## src/sv/olt_pkg.sv

```systemverilog
// Package for the ordered list table: operation and status codes, sequencer states
// and default sizes. It depends on nothing else.
`default_nettype none

package olt_pkg;

  // Default number of list entries.
  localparam int unsigned DEPTH_DEFAULT = 64;

  // Widths of the transfer fields.
  localparam int unsigned VALUE_W = 32;
  localparam int unsigned POS_W   = 6;
  localparam int unsigned COUNT_W = 7;

  // Operation codes carried by a request.
  typedef enum logic [1:0] {
    OP_APPEND = 2'd0,
    OP_REMOVE = 2'd1,
    OP_READ   = 2'd2,
    OP_CLEAR  = 2'd3
  } op_t;

  // Status codes carried by a response.
  typedef enum logic [1:0] {
    ST_OK    = 2'd0,
    ST_FULL  = 2'd1,
    ST_RANGE = 2'd2
  } status_t;

  // Sequencer states.
  typedef enum logic [1:0] {
    S_IDLE   = 2'd0,
    S_READ   = 2'd1,
    S_SCAN   = 2'd2,
    S_FINISH = 2'd3
  } state_t;

endpackage

`default_nettype wire

```

## src/sv/olt_req_if.sv

```systemverilog
// Request channel of the ordered list table: valid/ready and the request fields.
// Depends on olt_pkg.
`default_nettype none

interface olt_req_if;
  logic                        valid;
  logic                        ready;
  olt_pkg::op_t                operation;
  logic [olt_pkg::VALUE_W-1:0] value;
  logic [olt_pkg::POS_W-1:0]   position;

  modport source (output valid, operation, value, position, input ready);
  modport sink (input valid, operation, value, position, output ready);
endinterface

`default_nettype wire

```

## src/sv/olt_rsp_if.sv

```systemverilog
// Response channel of the ordered list table: valid/ready and the result fields.
// Depends on olt_pkg.
`default_nettype none

interface olt_rsp_if;
  logic                        valid;
  logic                        ready;
  olt_pkg::status_t            status;
  logic [olt_pkg::VALUE_W-1:0] read_data;
  logic [olt_pkg::COUNT_W-1:0] entry_count;

  modport source (output valid, status, read_data, entry_count, input ready);
  modport sink (input valid, status, read_data, entry_count, output ready);
endinterface

`default_nettype wire

```

## src/sv/ordered_list_table_core.sv

```systemverilog
// Top level of the ordered list table: entry memory, count and the scan sequencer.
// Depends on olt_pkg, olt_req_if and olt_rsp_if.
//
//   channel | direction | payload                              | handshake
//   req     | in        | operation, value, position           | valid/ready
//   rsp     | out       | status, read_data, entry_count       | valid/ready
//
// Append, clear and a failed read go from idle to the finish state; a good read
// goes through the read state first. Remove scans, paced by the single read port
// of the memory, which the compare unit walks one entry per cycle while compacting.
// One request is in flight at a time; req.ready is high only in the idle state.
// A stalled response holds in the output register and the sequencer waits for it.
// Reset (rst, synchronous) empties the list; entry contents are not cleared.
`default_nettype none

module ordered_list_table_core #(
  parameter int unsigned DEPTH = olt_pkg::DEPTH_DEFAULT
) (
  input  wire logic clk,
  input  wire logic rst,
  olt_req_if.sink   req,
  olt_rsp_if.source rsp
);

  localparam int unsigned AW    = (DEPTH > 1) ? $clog2(DEPTH) : 1;
  localparam int unsigned CW    = $clog2(DEPTH + 1);
  localparam int unsigned CMP_W = (CW > olt_pkg::POS_W) ? CW : olt_pkg::POS_W;
  localparam int unsigned VW    = olt_pkg::VALUE_W;

  // Sequencer and list state.
  olt_pkg::state_t  state, state_next;
  logic [CW-1:0]    count, count_next;
  logic [VW-1:0]    value_q, value_q_next;
  logic [CW-1:0]    kept, kept_next;
  logic [CW-1:0]    rd_idx, rd_idx_next;
  logic [CW-1:0]    left, left_next;
  olt_pkg::status_t pend_status, pend_status_next;
  logic [VW-1:0]    pend_data, pend_data_next;

  // Output register.
  logic                        rsp_valid, rsp_valid_next;
  olt_pkg::status_t            rsp_status, rsp_status_next;
  logic [VW-1:0]               rsp_data, rsp_data_next;
  logic [olt_pkg::COUNT_W-1:0] rsp_count, rsp_count_next;

  // Entry memory ports.
  logic [VW-1:0] mem [DEPTH];
  logic          mem_we, mem_re;
  logic [AW-1:0] mem_wa, mem_ra;
  logic [VW-1:0] mem_wd, rd_q;

  logic req_xfer, pos_ok, keep_hit, rsp_free;

  assign req_xfer = req.valid && req.ready;
  assign pos_ok   = CMP_W'(req.position) < CMP_W'(count);
  assign keep_hit = rd_q != value_q;
  assign rsp_free = !rsp_valid || rsp.ready;

  assign req.ready       = (state == olt_pkg::S_IDLE);
  assign rsp.valid       = rsp_valid;
  assign rsp.status      = rsp_status;
  assign rsp.read_data   = rsp_data;
  assign rsp.entry_count = rsp_count;

  // Next-state logic of the sequencer.
  always_comb begin
    state_next = state;
    case (state)
      olt_pkg::S_IDLE: begin
        if (req.valid) begin
          case (req.operation)
            olt_pkg::OP_READ:   state_next = pos_ok ? olt_pkg::S_READ : olt_pkg::S_FINISH;
            olt_pkg::OP_REMOVE: state_next = (count != '0) ? olt_pkg::S_SCAN
                                                           : olt_pkg::S_FINISH;
            default:            state_next = olt_pkg::S_FINISH;
          endcase
        end
      end
      olt_pkg::S_READ: state_next = olt_pkg::S_FINISH;
      olt_pkg::S_SCAN: begin
        if (left == CW'(1)) begin
          state_next = olt_pkg::S_FINISH;
        end
      end
      olt_pkg::S_FINISH: begin
        if (rsp_free) begin
          state_next = olt_pkg::S_IDLE;
        end
      end
      default: state_next = olt_pkg::S_IDLE;
    endcase
  end

  // Datapath control: memory ports, counters and the output register.
  always_comb begin
    count_next       = count;
    value_q_next     = value_q;
    kept_next        = kept;
    rd_idx_next      = rd_idx;
    left_next        = left;
    pend_status_next = pend_status;
    pend_data_next   = pend_data;
    mem_we           = 1'b0;
    mem_wa           = '0;
    mem_wd           = rd_q;
    mem_re           = 1'b0;
    mem_ra           = '0;
    rsp_valid_next   = rsp_valid && !rsp.ready;
    rsp_status_next  = rsp_status;
    rsp_data_next    = rsp_data;
    rsp_count_next   = rsp_count;

    case (state)
      olt_pkg::S_IDLE: begin
        if (req_xfer) begin
          pend_status_next = olt_pkg::ST_OK;
          pend_data_next   = '0;
          case (req.operation)
            olt_pkg::OP_APPEND: begin
              if (count == CW'(DEPTH)) begin
                pend_status_next = olt_pkg::ST_FULL;
              end else begin
                mem_we     = 1'b1;
                mem_wa     = AW'(count);
                mem_wd     = req.value;
                count_next = count + CW'(1);
              end
            end
            olt_pkg::OP_REMOVE: begin
              // Start the scan: fetch entry 0, compact from slot 0.
              value_q_next = req.value;
              mem_re       = 1'b1;
              mem_ra       = '0;
              rd_idx_next  = CW'(1);
              left_next    = count;
              kept_next    = '0;
            end
            olt_pkg::OP_READ: begin
              if (pos_ok) begin
                mem_re = 1'b1;
                mem_ra = AW'(req.position);
              end else begin
                pend_status_next = olt_pkg::ST_RANGE;
              end
            end
            default: count_next = '0;
          endcase
        end
      end
      olt_pkg::S_READ: pend_data_next = rd_q;
      olt_pkg::S_SCAN: begin
        // Survivors are written back at the compacted slot, which never passes
        // the slot being fetched.
        if (keep_hit) begin
          mem_we    = 1'b1;
          mem_wa    = AW'(kept);
          mem_wd    = rd_q;
          kept_next = kept + CW'(1);
        end
        if (rd_idx < count) begin
          mem_re = 1'b1;
          mem_ra = AW'(rd_idx);
        end
        rd_idx_next = rd_idx + CW'(1);
        left_next   = left - CW'(1);
        if (left == CW'(1)) begin
          count_next = kept + CW'(keep_hit);
        end
      end
      olt_pkg::S_FINISH: begin
        if (rsp_free) begin
          rsp_valid_next  = 1'b1;
          rsp_status_next = pend_status;
          rsp_data_next   = pend_data;
          rsp_count_next  = olt_pkg::COUNT_W'(count);
        end
      end
      default: ;
    endcase
  end

  // Entry memory with registered read data.
  always_ff @(posedge clk) begin
    if (mem_we) begin
      mem[mem_wa] <= mem_wd;
    end
    if (mem_re) begin
      rd_q <= mem[mem_ra];
    end
  end

  // Control registers.
  always_ff @(posedge clk) begin
    if (rst) begin
      state     <= olt_pkg::S_IDLE;
      count     <= '0;
      rsp_valid <= 1'b0;
    end else begin
      state     <= state_next;
      count     <= count_next;
      rsp_valid <= rsp_valid_next;
    end
  end

  // Payload registers.
  always_ff @(posedge clk) begin
    value_q     <= value_q_next;
    kept        <= kept_next;
    rd_idx      <= rd_idx_next;
    left        <= left_next;
    pend_status <= pend_status_next;
    pend_data   <= pend_data_next;
    rsp_status  <= rsp_status_next;
    rsp_data    <= rsp_data_next;
    rsp_count   <= rsp_count_next;
  end

endmodule

`default_nettype wire

```

## src/flat_wrapper.sv

```systemverilog
// flat-port wrapper written by rule: the top's interface ports become plain ports
module ordered_list_table_core_flat 
#(
  parameter int unsigned DEPTH = olt_pkg::DEPTH_DEFAULT
)
  (clk, rst, req_valid, req_operation, req_value, req_position, req_ready, rsp_valid, rsp_status, rsp_read_data, rsp_entry_count, rsp_ready);
  olt_req_if req_i ();
  olt_rsp_if rsp_i ();
  input  wire logic clk;
  input  wire logic rst;
  input wire logic [$bits(req_i.valid)-1:0] req_valid;
  input wire logic [$bits(req_i.operation)-1:0] req_operation;
  input wire logic [$bits(req_i.value)-1:0] req_value;
  input wire logic [$bits(req_i.position)-1:0] req_position;
  output wire logic [$bits(req_i.ready)-1:0] req_ready;
  output wire logic [$bits(rsp_i.valid)-1:0] rsp_valid;
  output wire logic [$bits(rsp_i.status)-1:0] rsp_status;
  output wire logic [$bits(rsp_i.read_data)-1:0] rsp_read_data;
  output wire logic [$bits(rsp_i.entry_count)-1:0] rsp_entry_count;
  input wire logic [$bits(rsp_i.ready)-1:0] rsp_ready;
  assign req_i.valid = req_valid;
  assign req_i.operation = req_operation;
  assign req_i.value = req_value;
  assign req_i.position = req_position;
  assign req_ready = req_i.ready;
  assign rsp_valid = rsp_i.valid;
  assign rsp_status = rsp_i.status;
  assign rsp_read_data = rsp_i.read_data;
  assign rsp_entry_count = rsp_i.entry_count;
  assign rsp_i.ready = rsp_ready;
  ordered_list_table_core #(.DEPTH(DEPTH)) u_core (.clk(clk), .rst(rst), .req(req_i), .rsp(rsp_i));
endmodule
```

## config.mk

```make
export PLATFORM = sky130hd
export DESIGN_NAME = ordered_list_table_core_flat
export DESIGN_NICKNAME = d
export VERILOG_FILES = /design/src/sv/olt_pkg.sv /design/src/sv/olt_req_if.sv /design/src/sv/olt_rsp_if.sv /design/src/sv/ordered_list_table_core.sv /design/src/flat_wrapper.sv
export SDC_FILE = /design/constraint.sdc
export NUM_CORES = 2
export LEC_CHECK = 0
export ABC_AREA = 1
export ABC_CLOCK_PERIOD_IN_PS = 4450
export CAP_MARGIN = 20
export CORE_MARGIN = 1.5
export CORE_UTILIZATION = 30
export CTS_BUF_LIST = sky130_fd_sc_hd__clkbuf_8
export DETAILED_ROUTE_END_ITERATION = 10
export DONT_BUFFER_PORTS = 1
export PLACE_DENSITY = 0.47
export SLEW_MARGIN = 15
export SYNTH_ARGS = -nofsm -noshare
export SYNTH_HDL_FRONTEND = slang
export SYNTH_SLANG_ARGS = --single-unit
```

## constraint.sdc

```tcl
create_clock -name clk -period 4.45 [get_ports clk]
set_clock_uncertainty 0.1 [all_clocks]
set_input_delay 0.2225 -clock clk [delete_from_list [all_inputs] [get_ports clk]]
set_output_delay 0.2225 -clock clk [all_outputs]
set_load 0.005 [all_outputs]
```

==> flow_summary.ini <==
[timing]
drv_slew = 0
finalSetupTns_ns = 0
period_needed_ns = 4.36
rsz0062_at_grt = yes
clock.fmax_mhz = 229
finalHoldViolations = 0
finalCritPeriodShare_pct = 97.9
tightest_slew_ns = 1.00
setup_viol = 0
layout_setup_ws_ns = 0.0917
slew_headroom_pct = 33.2
holdWs_ns = 0.124

[grt]
grt_pass1_wl_um = 460000
grt_pass1_vias = 65200
overflow = 0
grt_usage_pct = 18.6
antenna_found_initial = 19
grt_max_degree = 140

[route]
wl_um = 314000
viasPerCell = 4.93
vias = 66900
wl_per_cell_um = 23.2
ant_nets = 0
drtPass1Iterations = 6
drtIter0Drc = 6927
drc = 0

[worst_hold_path]
hold_path_class = in -> reg
holdPathStages = 2

[setup_path]
start_kind = register
crit_required_ns = 5.20
r2r_cells = 14
crit_top_cell = nand3_1
critPathArrivalTime_ns = 5.11
worstPathCellList = inv_1 > ha_1 > nand2_2 > inv_1 > nand2_1 > o21ai_4 > buf_12 > buf_12 > nand2_1 > nand3_1 > nand3_1 > nand3_1 > nand3_1 > nand2_1
worst_path_max_delay_cell = o21ai_4
critPathMaxFanout = 74
end_kind = register
slowest_delay_ns = 0.58
crit_type = reg -> reg

[cts]
clock_latency_ns = 1.02
cts-buffers-inserted = 385
clk_pin_slew_worst_paths_ns = 0.06
cts.path.max_buffers = 4
cts.sinks = 2218
cts_tree = built
cts-root-buf = clkbuf_8
h-tree-depth = 5

[cells_and_area]
nets = 9002
areaGrowthSynthToFinish_pct = 16.3
final.fill_count = 32200
fin_cells = 13600
drive_above_1_share_pct = 10.6

[yosys]
synth-simple-area-share_pct = 22.9
async_flop_share_pct = 0
synth-edff-count = 2208
ys_warn_count = 0
netlist_area_mm2 = 0.0975
syn_nets = 8713
synth-seq-cells = 2218
synthAdderAreaFrac_pct = 0.334
synth_xor_area_share_pct = 0.216
ys_seq_area_share_pct = 68.2
syn_area_per_cell_um2 = 11.3
synthFlopType = edfxtp_1
synth_top_family_by_area = simple AND/OR/NAND/NOR gates
synthCells = 8643
synth.area.mux_share_pct = 0.277
ys_types = 39
synth_compound_area_share_pct = 0.481

[power_and_ir_drop]
power_leakage_nw = 42.7
vdd_drop_max_uv = 306
power-per-cell-area_mw_per_mm2 = 530

[floorplan]
dieWidth_um = 573
initial_core_util_pct = 30.1
dieArea_mm2 = 0.328
die_h_um = 573
io_pins = 87
rows = 209
coreArea_mm2 = 0.324

[place]
place_ws_ns = -0.267
gp_congestion = 0.865
dp.cells = 12800
post-dp-hpwl_um = 182000
port_buffers = 0

[run]
max-cap-violations = 0

[outcome]
status = finished, final reports clean
-- final timing paths --
| path | from | end | slack, ns |
|---|---|---|---|
| setup / recovery | u_core.state[1] | u_core.rd_q[23] | 0.09 |
| hold / removal | rst | u_core.count[6] | 0.12 |
| setup reg to reg | u_core.state[1] | u_core.rd_q[23] | 0.09 |
| hold reg to reg | u_core.pend_data[28] | u_core.rsp.read_data[28] | 0.31 |
-- placed cells by master, fill, tap and decap left out, types with 2 or more instances in the layout --
cell type         n
a21oi_1          17
o21ai_4           3
clkinvlp_4        9
xor2_1            6
nand3_1        2191
inv_6             3
nor4_1            3
a22oi_2           2
dlygate4sd3_1    77
a221oi_1          7
xnor2_1          18
nand3b_1        761
buf_4           245
buf_12          145
nand2_2           2
bufinv_16         6
inv_2             2
a21oi_4           9
clkinv_1        123
mux2_2           23
o22ai_1           8
clkinv_2         39
buf_16            2
edfxtp_1       2208
nand3_2           3
nor2_1           67
clkbuf_8        395
inv_1          1363
a31oi_1           3
o21ai_0          20
diode_2           5
a211oi_1          5
nand2_1        1323
dfxtp_1          10
nand4_1           4
nor2_4           64
or2_2             9
nor2_2            3
nor3_1            9
ha_1             26
-- state kept, by name (all words and copies together), names as in the netlist --
name / flops
u_core.state: 2
u_core.pend_data: 32
u_core.pend_status: 2
u_core.rd_q: 32
u_core.rsp.valid: 1
u_core.left: 7
u_core.kept: 7
u_core.rd_idx: 7
u_core.value_q: 32
u_core.mem: 2048
u_core.rsp.read_data: 32
u_core.rsp.status: 2
u_core.count: 7
u_core.rsp.entry_count: 7
-- power breakdown --
| part | total [mW] | switching, mW | internal (mW) |
|---|---|---|---|
| Clock | 17.1 | 8.52 | 8.54 |
| Sequential | 26.6 | 0.554 | 26.0 |
| Combinational | 16.5 | 11.8 | 4.70 |
-- stage by stage --
stage | utilization, % | cell area [um2] | power, mW
global route | 35.0 | 113000 | 62.7
CTS | 35.0 | 113000 | 60.5
global placement | 32.7 | 106000 | 43.2
detailed placement | 32.7 | 106000 | 43.3
finish | 35.0 | 113000 | 60.1
floorplan | - | 97500 | 34.9
-- timing repair --
action | in CTS | in global routing
endpoints found under the setup margin | 12 | 33
hold buffers | 77 | 0
gates resized for setup | 0 | 7
pin swaps | 1 | 0
hold endpoints to repair | 1795 | 0
cloned | 0 | 1
buffers inserted | 2 | 2
-- metal layers --
layer  track usage, %  part of all wire [%]  routed length [um]  vias to the layer above
met5                0                0.0041                  13                        -
met2             29.2                    45              142000                     2364
met3             2.49                   6.4               20100                      455
met4             4.46                   2.1                6610                        2
li1                 -                     -                   -                    30400
met1             27.1                    46              146000                    33600
-- cells by family (layout without fill, tap and decap cells) --
logic type | Yosys count | after routing
flops | 2218 | 2218
xor+xnor | 24 | 24
simple gates | 4443 | 4443
fa+ha+maj | 26 | 26
buf+inv | 1830 | 2413
compound gates | 78 | 78
mux | 24 | 24
other cells | 0 | 5
-- area by class of cell --
class	instances	area, um2	area share, %
Timing Repair Buffer	471	5600	4.94
Sequential cell	2218	66500	58.7
Inverter	1261	4750	4.19
Antenna cell	5	12.5	0.0110
Clock buffer	395	5440	4.80
Clock inverter	286	1330	1.17
Tap cell	4325	5410	4.77
Multi-Input combinational cell	4595	24300	21.4
-- cell usage after synthesis (all sizes together) (4+ instances only) --
library cell	instances	area share (%)
a211oi	5	0.039
a21oi	27	0.14
a221oi	7	0.063
buf	382	1.9
clkbuf	187	0.72
dfxtp	10	0.21
edfxtp	2208	68
ha	26	0.33
inv	1259	4.8
mux2	24	0.28
nand2	1327	5.1
nand3	2195	11
nand3b	761	5.9
nand4	4	0.026
nor2	134	0.53
nor3	9	0.046
o21ai	23	0.13
o22ai	8	0.051
or2	9	0.058
xnor2	18	0.16
xor2	6	0.054
-- critical path: cells and delay by family, from the launching register on --
family	cells	cell delay, ns
AOI/OAI and AO/OA	1	0.58
adders and majority gates	1	0.37
and+or+nand+nor	8	1.61
DFF	1	0.34
buffers and inverters	4	0.98
No activity file was read; power rests on OpenSTA's default activity.
